===== src/hw/rtl/assert_macros.svh =====
// Assertion macros shared by the auto-framing RTL.
// No dependencies; included by each file that asserts.
`ifndef ASSERT_MACROS_SVH
`define ASSERT_MACROS_SVH

// Same-cycle implication, held off during reset.
`define ASSERT_IMPLIES(name, clk, rst_n, ante, cons, msg) \
  name: assert property (@(posedge clk) disable iff (!rst_n) (ante) |-> (cons)) \
    else $error(msg);

// Next-cycle implication, held off during reset.
`define ASSERT_NEXT(name, clk, rst_n, ante, cons, msg) \
  name: assert property (@(posedge clk) disable iff (!rst_n) (ante) |=> (cons)) \
    else $error(msg);

`endif


===== src/hw/rtl/afra_pkg.sv =====
// Package for the auto-framing region accumulator: widths, register
// indexes, reset values, sequencer states, fit classes and divider status type.
// No dependencies.
`default_nettype none

package afra_pkg;

  localparam int unsigned COORD_BITS_DEF = 13;
  localparam int unsigned DIM_W          = 12;
  localparam int unsigned Q_FRAC         = 8;   // fraction bits of the refitted size

  // configuration register indexes
  localparam int unsigned CFG_IDX_W = 1;
  localparam logic [CFG_IDX_W-1:0] REG_FRAME_W = 1'b0;
  localparam logic [CFG_IDX_W-1:0] REG_FRAME_H = 1'b1;

  localparam logic [DIM_W-1:0] FRAME_W_RST = 12'd640;
  localparam logic [DIM_W-1:0] FRAME_H_RST = 12'd480;

  // serial divider: 32-bit dividend, 12-bit divisor, two quotient bits a cycle
  localparam int unsigned DIV_W            = 32;
  localparam int unsigned DIV_BITS_PER_CYC = 2;
  localparam int unsigned DIV_CYCLES       = DIV_W / DIV_BITS_PER_CYC;
  localparam int unsigned DIV_CNT_W        = $clog2(DIV_CYCLES);

  typedef enum logic [3:0] {
    ST_IDLE,
    ST_UNION,
    ST_SPAN,
    ST_MUL_A,
    ST_MUL_B,
    ST_CLASS,
    ST_DIV1,
    ST_MUL_T,
    ST_DIV2,
    ST_POS1,
    ST_POS2,
    ST_CLAMP,
    ST_DONE
  } state_e;

  // FIT_CAP: too tall, width capped at 2.5x; FIT_TALL: width grown from
  // height; FIT_WIDE: height grown from width
  typedef enum logic [1:0] {
    FIT_CAP,
    FIT_TALL,
    FIT_WIDE
  } fit_e;

  typedef struct packed {
    logic busy;
    logic done;
  } div_stat_t;

endpackage

`default_nettype wire


===== src/hw/rtl/afra_div.sv =====
// Restoring unsigned divider, 32-bit dividend by 12-bit divisor, radix 4.
// Depends on afra_pkg and assert_macros.svh. A zero divisor gives zero.
`default_nettype none
`include "assert_macros.svh"

module afra_div (
  input  logic                          clk_i,
  input  logic                          rst_ni,
  input  logic                          start_i,
  input  logic [afra_pkg::DIV_W-1:0]    dividend_i,
  input  logic [afra_pkg::DIM_W-1:0]    divisor_i,
  output logic [afra_pkg::DIV_W-1:0]    quotient_o,
  output afra_pkg::div_stat_t           stat_o
);

  logic [afra_pkg::DIV_W-1:0]     quo_q, quo_d;
  logic [afra_pkg::DIM_W-1:0]     rem_q, rem_d;
  logic [afra_pkg::DIM_W-1:0]     den_q;
  logic [afra_pkg::DIV_CNT_W-1:0] cnt_q;
  logic                           busy_q;
  logic                           done_q;

  // dividend shifts out of the top of quo_q as quotient bits enter below
  always_comb begin : div_step
    logic [afra_pkg::DIM_W:0]   trial;
    logic [afra_pkg::DIM_W-1:0] r;
    logic [afra_pkg::DIV_W-1:0] q;
    r     = rem_q;
    q     = quo_q;
    trial = '0;
    for (int i = 0; i < afra_pkg::DIV_BITS_PER_CYC; i++) begin
      trial = {r, q[afra_pkg::DIV_W-1]};
      q     = {q[afra_pkg::DIV_W-2:0], 1'b0};
      if (trial >= {1'b0, den_q}) begin
        trial = trial - {1'b0, den_q};
        q[0]  = 1'b1;
      end
      r = trial[afra_pkg::DIM_W-1:0];
    end
    rem_d = r;
    quo_d = q;
  end

  always_ff @(posedge clk_i or negedge rst_ni) begin
    if (!rst_ni) begin
      busy_q <= 1'b0;
      done_q <= 1'b0;
      cnt_q  <= '0;
    end else begin
      done_q <= 1'b0;
      if (start_i) begin
        busy_q <= (divisor_i != '0);
        done_q <= (divisor_i == '0);
        cnt_q  <= afra_pkg::DIV_CNT_W'(afra_pkg::DIV_CYCLES - 1);
      end else if (busy_q) begin
        if (cnt_q == '0) begin
          busy_q <= 1'b0;
          done_q <= 1'b1;
        end else begin
          cnt_q <= cnt_q - 1'b1;
        end
      end
    end
  end

  always_ff @(posedge clk_i) begin
    if (start_i) begin
      quo_q <= (divisor_i == '0) ? '0 : dividend_i;
      rem_q <= '0;
      den_q <= divisor_i;
    end else if (busy_q) begin
      quo_q <= quo_d;
      rem_q <= rem_d;
    end
  end

  assign quotient_o  = quo_q;
  assign stat_o.busy = busy_q;
  assign stat_o.done = done_q;

  `ASSERT_IMPLIES(a_start_when_free, clk_i, rst_ni, start_i, !busy_q, "divider restarted while busy")
  `ASSERT_NEXT(a_last_step_done, clk_i, rst_ni, busy_q && !start_i && cnt_q == '0, done_q && !busy_q, "divider missed its done pulse")
  `ASSERT_NEXT(a_zero_divisor, clk_i, rst_ni, start_i && divisor_i == '0, done_q && quotient_o == '0, "zero divisor not short-cut")

endmodule

`default_nettype wire


===== src/hw/rtl/auto_frame_region_accumulate_top.sv =====
// Auto-framing region accumulator: unions each detection box into the region and refits it.
// One box at a time: union, span, two products, aspect class, a first divide (skipped when
// the 2.5x cap applies), the refit product, a second divide, placement and clamp.
// The next box is taken while a result waits in the output register.
// Reset (async, active low): frame 640x480, region (640, 480, -640, -480), no result pending.
// Depends on afra_pkg, afra_div and assert_macros.svh.
`default_nettype none
`include "assert_macros.svh"

module auto_frame_region_accumulate_top #(
  parameter int unsigned COORD_BITS = afra_pkg::COORD_BITS_DEF
) (
  input  logic                                clk_i,
  input  logic                                rst_ni,
  input  logic                                cfg_we_i,
  input  logic [afra_pkg::CFG_IDX_W-1:0]      cfg_idx_i,
  input  logic [afra_pkg::DIM_W-1:0]          cfg_data_i,
  input  logic                                in_valid_i,
  output logic                                in_stall_o,
  input  logic signed [COORD_BITS-1:0]        box_left_i,
  input  logic signed [COORD_BITS-1:0]        box_top_i,
  input  logic [afra_pkg::DIM_W-1:0]          box_width_i,
  input  logic [afra_pkg::DIM_W-1:0]          box_height_i,
  input  logic                                first_box_i,
  output logic                                out_valid_o,
  input  logic                                out_stall_i,
  output logic signed [COORD_BITS:0]          region_left_o,
  output logic signed [COORD_BITS:0]          region_top_o,
  output logic signed [COORD_BITS:0]          region_width_o,
  output logic signed [COORD_BITS:0]          region_height_o
);

  localparam int unsigned DIM_W  = afra_pkg::DIM_W;
  localparam int unsigned QF     = afra_pkg::Q_FRAC;
  localparam int unsigned RW     = COORD_BITS + 1;  // region and state
  localparam int unsigned AW     = COORD_BITS + 5;  // union arithmetic
  localparam int unsigned UW     = AW - 1;          // union span, never negative
  localparam int unsigned PRW    = UW + DIM_W;      // span x frame dimension
  localparam int unsigned CW     = PRW + 3;         // aspect compare
  localparam int unsigned U5W    = UW + 3;
  localparam int unsigned QW     = DIM_W + QF;      // Q8 width and height
  localparam int unsigned NW     = AW + 2;          // region edges
  localparam int unsigned PW     = AW + 10;         // Q9 edge arithmetic

  localparam logic signed [DIM_W:0] FW_RST_S = $signed({1'b0, afra_pkg::FRAME_W_RST});
  localparam logic signed [DIM_W:0] FH_RST_S = $signed({1'b0, afra_pkg::FRAME_H_RST});

  afra_pkg::state_e    state_q, state_d;
  afra_pkg::fit_e      fit_q, fit_c;
  afra_pkg::div_stat_t div_stat;

  logic [DIM_W-1:0]           fw_q, fh_q;
  logic signed [RW-1:0]       cur_left_q, cur_top_q, cur_width_q, cur_height_q;
  logic signed [RW-1:0]       region_left_q, region_top_q, region_width_q, region_height_q;
  logic                       out_valid_q;

  logic signed [COORD_BITS-1:0] bx_q, by_q;
  logic [DIM_W-1:0]           bw_q, bh_q;
  logic signed [AW-1:0]       ul_q, ut_q, ur_q, ub_q, c_q;
  logic [UW-1:0]              u_q, v_q;
  logic [PRW-1:0]             prod_a_q, prod_b_q;
  logic [DIM_W-1:0]           t_q;
  logic [QW-1:0]              nw_q, nh_q;
  logic signed [NW-1:0]       nx0_q, nx1_q, ny0_q, ny1_q;

  logic                       in_acc, out_free, out_load;
  logic                       div_start;
  logic [afra_pkg::DIV_W-1:0] div_dividend, div_quotient;
  logic [DIM_W-1:0]           div_divisor;
  logic [UW-1:0]              mul_a;
  logic [DIM_W-1:0]           mul_b;
  logic [PRW-1:0]             mul_p;

  // ---------------------------------------------------------------- helpers
  logic signed [DIM_W:0]  fw_s, fh_s, fw_neg, fh_neg;
  assign fw_s   = $signed({1'b0, fw_q});
  assign fh_s   = $signed({1'b0, fh_q});
  assign fw_neg = -fw_s;
  assign fh_neg = -fh_s;

  // union
  logic signed [AW-1:0] bx_e, by_e, bw_e, bh_e, cl_e, ct_e, cw_e, ch_e;
  logic signed [AW-1:0] cur_r, cur_b, box_r, box_b, u_half;
  assign bx_e   = AW'(bx_q);
  assign by_e   = AW'(by_q);
  assign bw_e   = AW'(bw_q);
  assign bh_e   = AW'(bh_q);
  assign cl_e   = AW'(cur_left_q);
  assign ct_e   = AW'(cur_top_q);
  assign cw_e   = AW'(cur_width_q);
  assign ch_e   = AW'(cur_height_q);
  assign cur_r  = cl_e + cw_e;
  assign cur_b  = ct_e + ch_e;
  assign box_r  = bx_e + bw_e;
  assign box_b  = by_e + bh_e;
  assign u_half = AW'(u_q >> 1);

  // aspect classification: 2vW against 5uH, then vW against uH
  logic [CW-1:0]  fit_lhs, fit_rhs;
  logic [U5W-1:0] u5;
  logic [DIM_W-1:0] t_cap, t_lim, t_div;
  assign fit_lhs = {2'b00, prod_a_q, 1'b0};
  assign fit_rhs = {3'b000, prod_b_q} + {1'b0, prod_b_q, 2'b00};
  assign u5      = {3'b000, u_q} + {1'b0, u_q, 2'b00};
  assign t_cap   = (u5[U5W-1:1] > (U5W-1)'(fw_q)) ? fw_q : u5[DIM_W:1];
  assign t_lim   = (fit_q == afra_pkg::FIT_WIDE) ? fh_q : fw_q;
  assign t_div   = (div_quotient > afra_pkg::DIV_W'(t_lim)) ? t_lim
                                                          : div_quotient[DIM_W-1:0];

  always_comb begin
    if (fit_lhs > fit_rhs) begin
      fit_c = afra_pkg::FIT_CAP;
    end else if (prod_a_q > prod_b_q) begin
      fit_c = afra_pkg::FIT_TALL;
    end else begin
      fit_c = afra_pkg::FIT_WIDE;
    end
  end

  // placement in Q9 (centre) and Q8 (top); quotients truncate toward zero
  logic signed [PW-1:0] c9, nw_p, ut8, nh_p, nx0_p, nx0_off;
  logic signed [PW-1:0] x1, x1_b, x1_s, x1_t, z1, z1_b, z1_s, z1_t, y2, y2_b, y2_s, y2_t;
  assign c9      = PW'(c_q) <<< (QF + 1);
  assign nw_p    = PW'(nw_q);
  assign ut8     = PW'(ut_q) <<< QF;
  assign nh_p    = PW'(nh_q);
  assign nx0_p   = PW'(nx0_q);
  assign nx0_off = nx0_p <<< (QF + 1);

  assign x1   = c9 - nw_p;
  assign x1_b = {{(PW-QF-1){1'b0}}, {(QF+1){x1[PW-1]}}};
  assign x1_s = x1 + x1_b;
  assign x1_t = x1_s >>> (QF + 1);

  assign z1   = ut8 + nh_p;
  assign z1_b = {{(PW-QF){1'b0}}, {QF{z1[PW-1]}}};
  assign z1_s = z1 + z1_b;
  assign z1_t = z1_s >>> QF;

  assign y2   = c9 + nw_p - (nx0_q[NW-1] ? nx0_off : '0);
  assign y2_b = {{(PW-QF-1){1'b0}}, {(QF+1){y2[PW-1]}}};
  assign y2_s = y2 + y2_b;
  assign y2_t = y2_s >>> (QF + 1);

  logic signed [NW-1:0] fw_n, fh_n, ut_n;
  logic signed [RW-1:0] res_left, res_top, res_width, res_height;
  assign fw_n       = NW'(fw_q);
  assign fh_n       = NW'(fh_q);
  assign ut_n       = NW'(ut_q);
  assign res_left   = nx0_q[RW-1:0];
  assign res_top    = ny0_q[RW-1:0];
  assign res_width  = RW'(nx1_q - nx0_q);
  assign res_height = RW'(ny1_q - ny0_q);

  // shared multiplier
  assign mul_p = {{DIM_W{1'b0}}, mul_a} * {{UW{1'b0}}, mul_b};

  // ---------------------------------------------------------------- sequencer
  always_comb begin
    state_d = state_q;
    case (state_q)
      afra_pkg::ST_IDLE:  if (in_acc) state_d = afra_pkg::ST_UNION;
      afra_pkg::ST_UNION: state_d = afra_pkg::ST_SPAN;
      afra_pkg::ST_SPAN:  state_d = afra_pkg::ST_MUL_A;
      afra_pkg::ST_MUL_A: state_d = afra_pkg::ST_MUL_B;
      afra_pkg::ST_MUL_B: state_d = afra_pkg::ST_CLASS;
      afra_pkg::ST_CLASS: begin
        state_d = (fit_c == afra_pkg::FIT_CAP) ? afra_pkg::ST_MUL_T : afra_pkg::ST_DIV1;
      end
      afra_pkg::ST_DIV1:  if (div_stat.done) state_d = afra_pkg::ST_MUL_T;
      afra_pkg::ST_MUL_T: state_d = afra_pkg::ST_DIV2;
      afra_pkg::ST_DIV2:  if (div_stat.done) state_d = afra_pkg::ST_POS1;
      afra_pkg::ST_POS1:  state_d = afra_pkg::ST_POS2;
      afra_pkg::ST_POS2:  state_d = afra_pkg::ST_CLAMP;
      afra_pkg::ST_CLAMP: state_d = afra_pkg::ST_DONE;
      afra_pkg::ST_DONE:  if (out_free) state_d = afra_pkg::ST_IDLE;
      default:            state_d = afra_pkg::ST_IDLE;
    endcase
  end

  assign out_free = !out_valid_q || !out_stall_i;
  assign in_acc   = in_valid_i && !in_stall_o;

  always_comb begin
    in_stall_o   = 1'b1;
    out_load     = 1'b0;
    div_start    = 1'b0;
    div_dividend = afra_pkg::DIV_W'(prod_b_q);
    div_divisor  = fw_q;
    mul_a        = v_q;
    mul_b        = fw_q;
    case (state_q)
      afra_pkg::ST_IDLE: in_stall_o = 1'b0;
      afra_pkg::ST_MUL_A: begin
        mul_a = v_q;
        mul_b = fw_q;
      end
      afra_pkg::ST_MUL_B: begin
        mul_a = u_q;
        mul_b = fh_q;
      end
      afra_pkg::ST_CLASS: begin
        div_start = (fit_c != afra_pkg::FIT_CAP);
        if (fit_c == afra_pkg::FIT_TALL) begin
          div_dividend = afra_pkg::DIV_W'(prod_a_q);
          div_divisor  = fh_q;
        end else begin
          div_dividend = afra_pkg::DIV_W'(prod_b_q);
          div_divisor  = fw_q;
        end
      end
      afra_pkg::ST_MUL_T: begin
        // t x dimension in Q8 goes straight into the divider's registers
        div_start    = 1'b1;
        mul_a        = UW'(t_q);
        mul_b        = (fit_q == afra_pkg::FIT_WIDE) ? fw_q : fh_q;
        div_dividend = afra_pkg::DIV_W'({mul_p[2*DIM_W-1:0], {QF{1'b0}}});
        div_divisor  = (fit_q == afra_pkg::FIT_WIDE) ? fh_q : fw_q;
      end
      afra_pkg::ST_DONE: out_load = out_free;
      default: ;
    endcase
  end

  // ---------------------------------------------------------------- state
  always_ff @(posedge clk_i or negedge rst_ni) begin
    if (!rst_ni) begin
      state_q      <= afra_pkg::ST_IDLE;
      fw_q         <= afra_pkg::FRAME_W_RST;
      fh_q         <= afra_pkg::FRAME_H_RST;
      cur_left_q   <= RW'(FW_RST_S);
      cur_top_q    <= RW'(FH_RST_S);
      cur_width_q  <= RW'(-FW_RST_S);
      cur_height_q <= RW'(-FH_RST_S);
      out_valid_q  <= 1'b0;
    end else begin
      state_q <= state_d;
      if (cfg_we_i) begin
        case (cfg_idx_i)
          afra_pkg::REG_FRAME_W: fw_q <= cfg_data_i;
          afra_pkg::REG_FRAME_H: fh_q <= cfg_data_i;
          default: ;
        endcase
      end
      if (in_acc && first_box_i) begin
        cur_left_q   <= RW'(fw_s);
        cur_top_q    <= RW'(fh_s);
        cur_width_q  <= RW'(fw_neg);
        cur_height_q <= RW'(fh_neg);
      end else if (out_load) begin
        cur_left_q   <= res_left;
        cur_top_q    <= res_top;
        cur_width_q  <= res_width;
        cur_height_q <= res_height;
      end
      if (out_load) begin
        out_valid_q <= 1'b1;
      end else if (!out_stall_i) begin
        out_valid_q <= 1'b0;
      end
    end
  end

  // ---------------------------------------------------------------- datapath
  always_ff @(posedge clk_i) begin
    case (state_q)
      afra_pkg::ST_IDLE: begin
        if (in_acc) begin
          bx_q <= box_left_i;
          by_q <= box_top_i;
          bw_q <= box_width_i;
          bh_q <= box_height_i;
        end
      end
      afra_pkg::ST_UNION: begin
        ul_q <= (bx_e < cl_e) ? bx_e : cl_e;
        ut_q <= (by_e < ct_e) ? by_e : ct_e;
        ur_q <= (box_r > cur_r) ? box_r : cur_r;
        ub_q <= (box_b > cur_b) ? box_b : cur_b;
      end
      afra_pkg::ST_SPAN: begin
        u_q <= UW'(ur_q - ul_q);
        v_q <= UW'(ub_q - ut_q);
      end
      afra_pkg::ST_MUL_A: begin
        prod_a_q <= mul_p;
        c_q      <= ul_q + u_half;
      end
      afra_pkg::ST_MUL_B: prod_b_q <= mul_p;
      afra_pkg::ST_CLASS: begin
        fit_q <= fit_c;
        if (fit_c == afra_pkg::FIT_CAP) t_q <= t_cap;
      end
      afra_pkg::ST_DIV1: if (div_stat.done) t_q <= t_div;
      afra_pkg::ST_DIV2: begin
        if (div_stat.done) begin
          if (fit_q == afra_pkg::FIT_WIDE) begin
            nh_q <= {t_q, {QF{1'b0}}};
            nw_q <= div_quotient[QW-1:0];
          end else begin
            nw_q <= {t_q, {QF{1'b0}}};
            nh_q <= div_quotient[QW-1:0];
          end
        end
      end
      afra_pkg::ST_POS1: begin
        nx0_q <= NW'(x1_t);
        ny1_q <= NW'(z1_t);
      end
      afra_pkg::ST_POS2: begin
        // a negative left edge pins to zero and keeps the full width
        nx1_q <= NW'(y2_t);
        if (nx0_q[NW-1]) nx0_q <= '0;
        // bottom overshoot moves the top up; no clamp at zero
        if (ny1_q > fh_n) begin
          ny0_q <= ut_n - (ny1_q - fh_n);
          ny1_q <= fh_n;
        end else begin
          ny0_q <= ut_n;
        end
      end
      afra_pkg::ST_CLAMP: begin
        if (nx1_q > fw_n) begin
          nx0_q <= nx0_q - (nx1_q - fw_n);
          nx1_q <= fw_n;
        end
      end
      afra_pkg::ST_DONE: begin
        if (out_load) begin
          region_left_q   <= res_left;
          region_top_q    <= res_top;
          region_width_q  <= res_width;
          region_height_q <= res_height;
        end
      end
      default: ;
    endcase
  end

  afra_div u_div (
    .clk_i      (clk_i),
    .rst_ni     (rst_ni),
    .start_i    (div_start),
    .dividend_i (div_dividend),
    .divisor_i  (div_divisor),
    .quotient_o (div_quotient),
    .stat_o     (div_stat)
  );

  assign out_valid_o     = out_valid_q;
  assign region_left_o   = region_left_q;
  assign region_top_o    = region_top_q;
  assign region_width_o  = region_width_q;
  assign region_height_o = region_height_q;

  logic in_idle, in_mul_t, div_wait;
  assign in_idle  = (state_q == afra_pkg::ST_IDLE);
  assign in_mul_t = (state_q == afra_pkg::ST_MUL_T);
  assign div_wait = (state_q == afra_pkg::ST_DIV1) || (state_q == afra_pkg::ST_DIV2);

  `ASSERT_NEXT(a_done_presents, clk_i, rst_ni, out_load, out_valid_q && in_idle, "no result shown")
  `ASSERT_IMPLIES(a_div_done_wait, clk_i, rst_ni, div_stat.done, div_wait, "stray divider result")
  `ASSERT_IMPLIES(a_div_busy_wait, clk_i, rst_ni, div_stat.busy, div_wait, "stray divider run")
  `ASSERT_IMPLIES(a_t_clipped, clk_i, rst_ni, in_mul_t, t_q <= t_lim, "side not clipped to frame")

endmodule

`default_nettype wire


===== config.mk =====
export PLATFORM = sky130hd
export DESIGN_NAME = auto_frame_region_accumulate_top
export DESIGN_NICKNAME = d
export VERILOG_FILES = /design/src/hw/rtl/afra_pkg.sv /design/src/hw/rtl/afra_div.sv /design/src/hw/rtl/auto_frame_region_accumulate_top.sv
export VERILOG_INCLUDE_DIRS = /design/src /design/src/hw/rtl
export SDC_FILE = /design/constraint.sdc
export NUM_CORES = 2
export LEC_CHECK = 0
export BUFFER_PORTS_ARGS = -buffer_cell sky130_fd_sc_hd__buf_4
export CORE_UTILIZATION = 35
export DETAILED_ROUTE_END_ITERATION = 12
export PLACE_DENSITY = 0.51
export RECOVER_POWER = 50
export REMOVE_ABC_BUFFERS = 1
export SYNTH_ARGS = -nofsm -noshare
export SYNTH_HDL_FRONTEND = slang
export SYNTH_HIERARCHICAL = 1
export SYNTH_SLANG_ARGS = --single-unit

===== constraint.sdc =====
create_clock -name clk_i -period 8.4 [get_ports clk_i]
set_clock_uncertainty 0.05 [all_clocks]
set_input_delay 0.84 -clock clk_i [delete_from_list [all_inputs] [get_ports clk_i]]
set_output_delay 0.84 -clock clk_i [all_outputs]
set_load 0.02 [all_outputs]

==> impl_metrics.py <==
metrics = {
    "layout": {
        "utilization_pct": 39.2,
        "syn2layout_area_growth_pct": 11.0,
        "final_nets": 6115,
        "layout-drive-gt1-share_pct": 7.10,
    },
    "clocking": {
        "tritoncts": "done",
        "htreeDepth": 3,
        "cts_root_buffer": "clkbuf_16",
        "cts_buffers": 69,
        "cts_sinks": 548,
        "clk_pin_slew_ps": 60,
        "clkLatencyLatePin_ps": 690,
        "clockBufferDepth": 3,
    },
    "timing": {
        "rsz0062_at_grt": "no",
        "hold_slack_ps": 315,
        "tightest_slew_ps": 3590,
        "fin_crit_ps": 7700,
        "hold_viol_final": 0,
        "timing.fmax_mhz": 130,
        "timing.final.crit_share_pct": 91.7,
        "slew_headroom_pct": -139,
        "drv_slew": 568,
        "finalSetupViolations": 0,
    },
    "floorplanning": {
        "coreArea_um2": 138000,
        "io_pins": 127,
        "initial_utilization_pct": 35.3,
        "die_h_um": 375,
        "num_rows": 136,
        "die_width_um": 375,
        "die_area_um2": 141000,
    },
    "global_routing": {
        "grt_max_degree": 95,
        "grt_antenna_before_repair": 6,
        "grt.total_usage_pct": 23.4,
        "grt_pass1_wl_mm": 247,
        "grt_pass1_vias": 37800,
        "grt_overflow_total": 0,
    },
    "synthesis": {
        "syn_avg_cell_area_um2": 9.44,
        "yosys_warnings": 6,
        "synthCells": 5161,
        "syn_area_um2": 48700,
    },
    "status": {
        "run_status": "finished with violations",
        "failed_checks": "max-capacitance violations, max-slew violations",
    },
    "setup_path": {
        "end_kind": "flip-flop",
        "slowest_delay_ps": 570,
        "cpMaxStageDelayCell": "fa_1",
        "required_ps": 8760,
        "start_kind": "flip-flop",
        "cp_max_fo": 22,
        "crit_type": "flip-flop to flip-flop",
        "arrival_ps": 8060,
        "crit_path_frequent_cell": "fa_1",
    },
    "routing": {
        "wl_per_cell_um": 23.3,
        "ant_nets": 0,
        "drtIter0Drc": 3300,
        "postRouteWirelength_mm": 167,
        "vias_per_cell": 5.48,
        "drc": 0,
        "firstDrtPassIters": 5,
        "vias": 39200,
    },
    "placement": {
        "gp_routability_congestion": 0.927,
        "hpwl_mm": 134,
        "numPortBuffers": 126,
    },
    "hold_path": {
        "hold_path.class": "primary input to flip-flop",
    },
    "flow_run": {
        "cap_viol_max_count": 15,
    },
}
## layout by cell type, fill, tap and decap left out, types with 67 or more instances in the layout
cell	n
inv_1	636
ha_1	552
nand2_1	495
edfxtp_1	445
nor2_1	355
a21oi_1	253
o21ai_0	209
fa_1	199
xnor2_1	192
a21o_1	124
xor2_1	104
clkbuf_1	94
nor3_1	93
buf_4	88
nand3_1	85
o22ai_1	78
and2_1	75
clkbuf_16	72
dfrtp_1	67
## per-stage QoR
step                setup TNS, ps  instances  worst slack [ps]  cell area [µm²]
floorplan                  -81730       5012             -1720            48100
global placement                0       7017               597            52000
detailed placement              0       7017               515            52000
CTS                             0       7142               472            54400
global route                    0       7143               138            54100
finish                          0       7144               695            54100
## state kept, by name (all words and copies together), names as in the netlist, 17 cells and up
signal            count
nx0_q                20
prod_a_q             29
v_q                  17
nh_q                 20
u_q                  17
ny1_q                20
nw_q                 20
c_q                  18
prod_b_q             29
u_div/quotient_o     32
nx1_q                19
## final timing paths
path,start,endpoint,slack (ps),cells past startpoint
max in group asynchronous,rst_ni,cur_left_q[10],3090,2
worst max-delay path,state_q[1],u_div/quotient_o[28],700,26
worst min-delay path,box_width_i[3],bw_q[3],320,1
worst min register to register,ny0_q[12],region_top_o[12],440,0
worst max register to register,state_q[1],u_div/quotient_o[28],700,26
min in group asynchronous,rst_ni,cur_top_q[12],820,1
## cell type report
cell class              count  area [µm²]
fillers                 13800       83700
multi-input cells        3821       29900
flip-flops and latches    548       15900
inverters                 643        2410
well taps                1794        2240
clock buffers              92        1910
repair buffers            212        1310
clock inverters            33         444
diodes                      1        2.50
## critical path, delay by kind of cell, from the launching register on
kind	cells	cell delay (ps)
xor+xnor	1	170
flops	1	420
fa+ha+maj	6	3050
simple gates	5	560
compound gates	11	2750
buf+inv	3	410
## what timing repair did
action                                 CTS  global route
hold buffers                             0             0
gates resized for setup                  0             2
setup buffers                            0             1
endpoints found under the hold margin    0             0
setup endpoints to repair                0             2
## layer usage
metal / part of all wire [%] / up-vias / GRT usage [%]
met5: 0.017 / - / 0
met4: 2.5 / 4 / 6.14
met3: 5.8 / 205 / 3.06
met2: 45 / 1134 / 37.0
met1: 47 / 19200 / 33.6
li1: - / 18600 / -
Power is left out: the tool's default activity adds up to more than one toggle a clock period on the data nets, which glitch-free logic cannot reach.
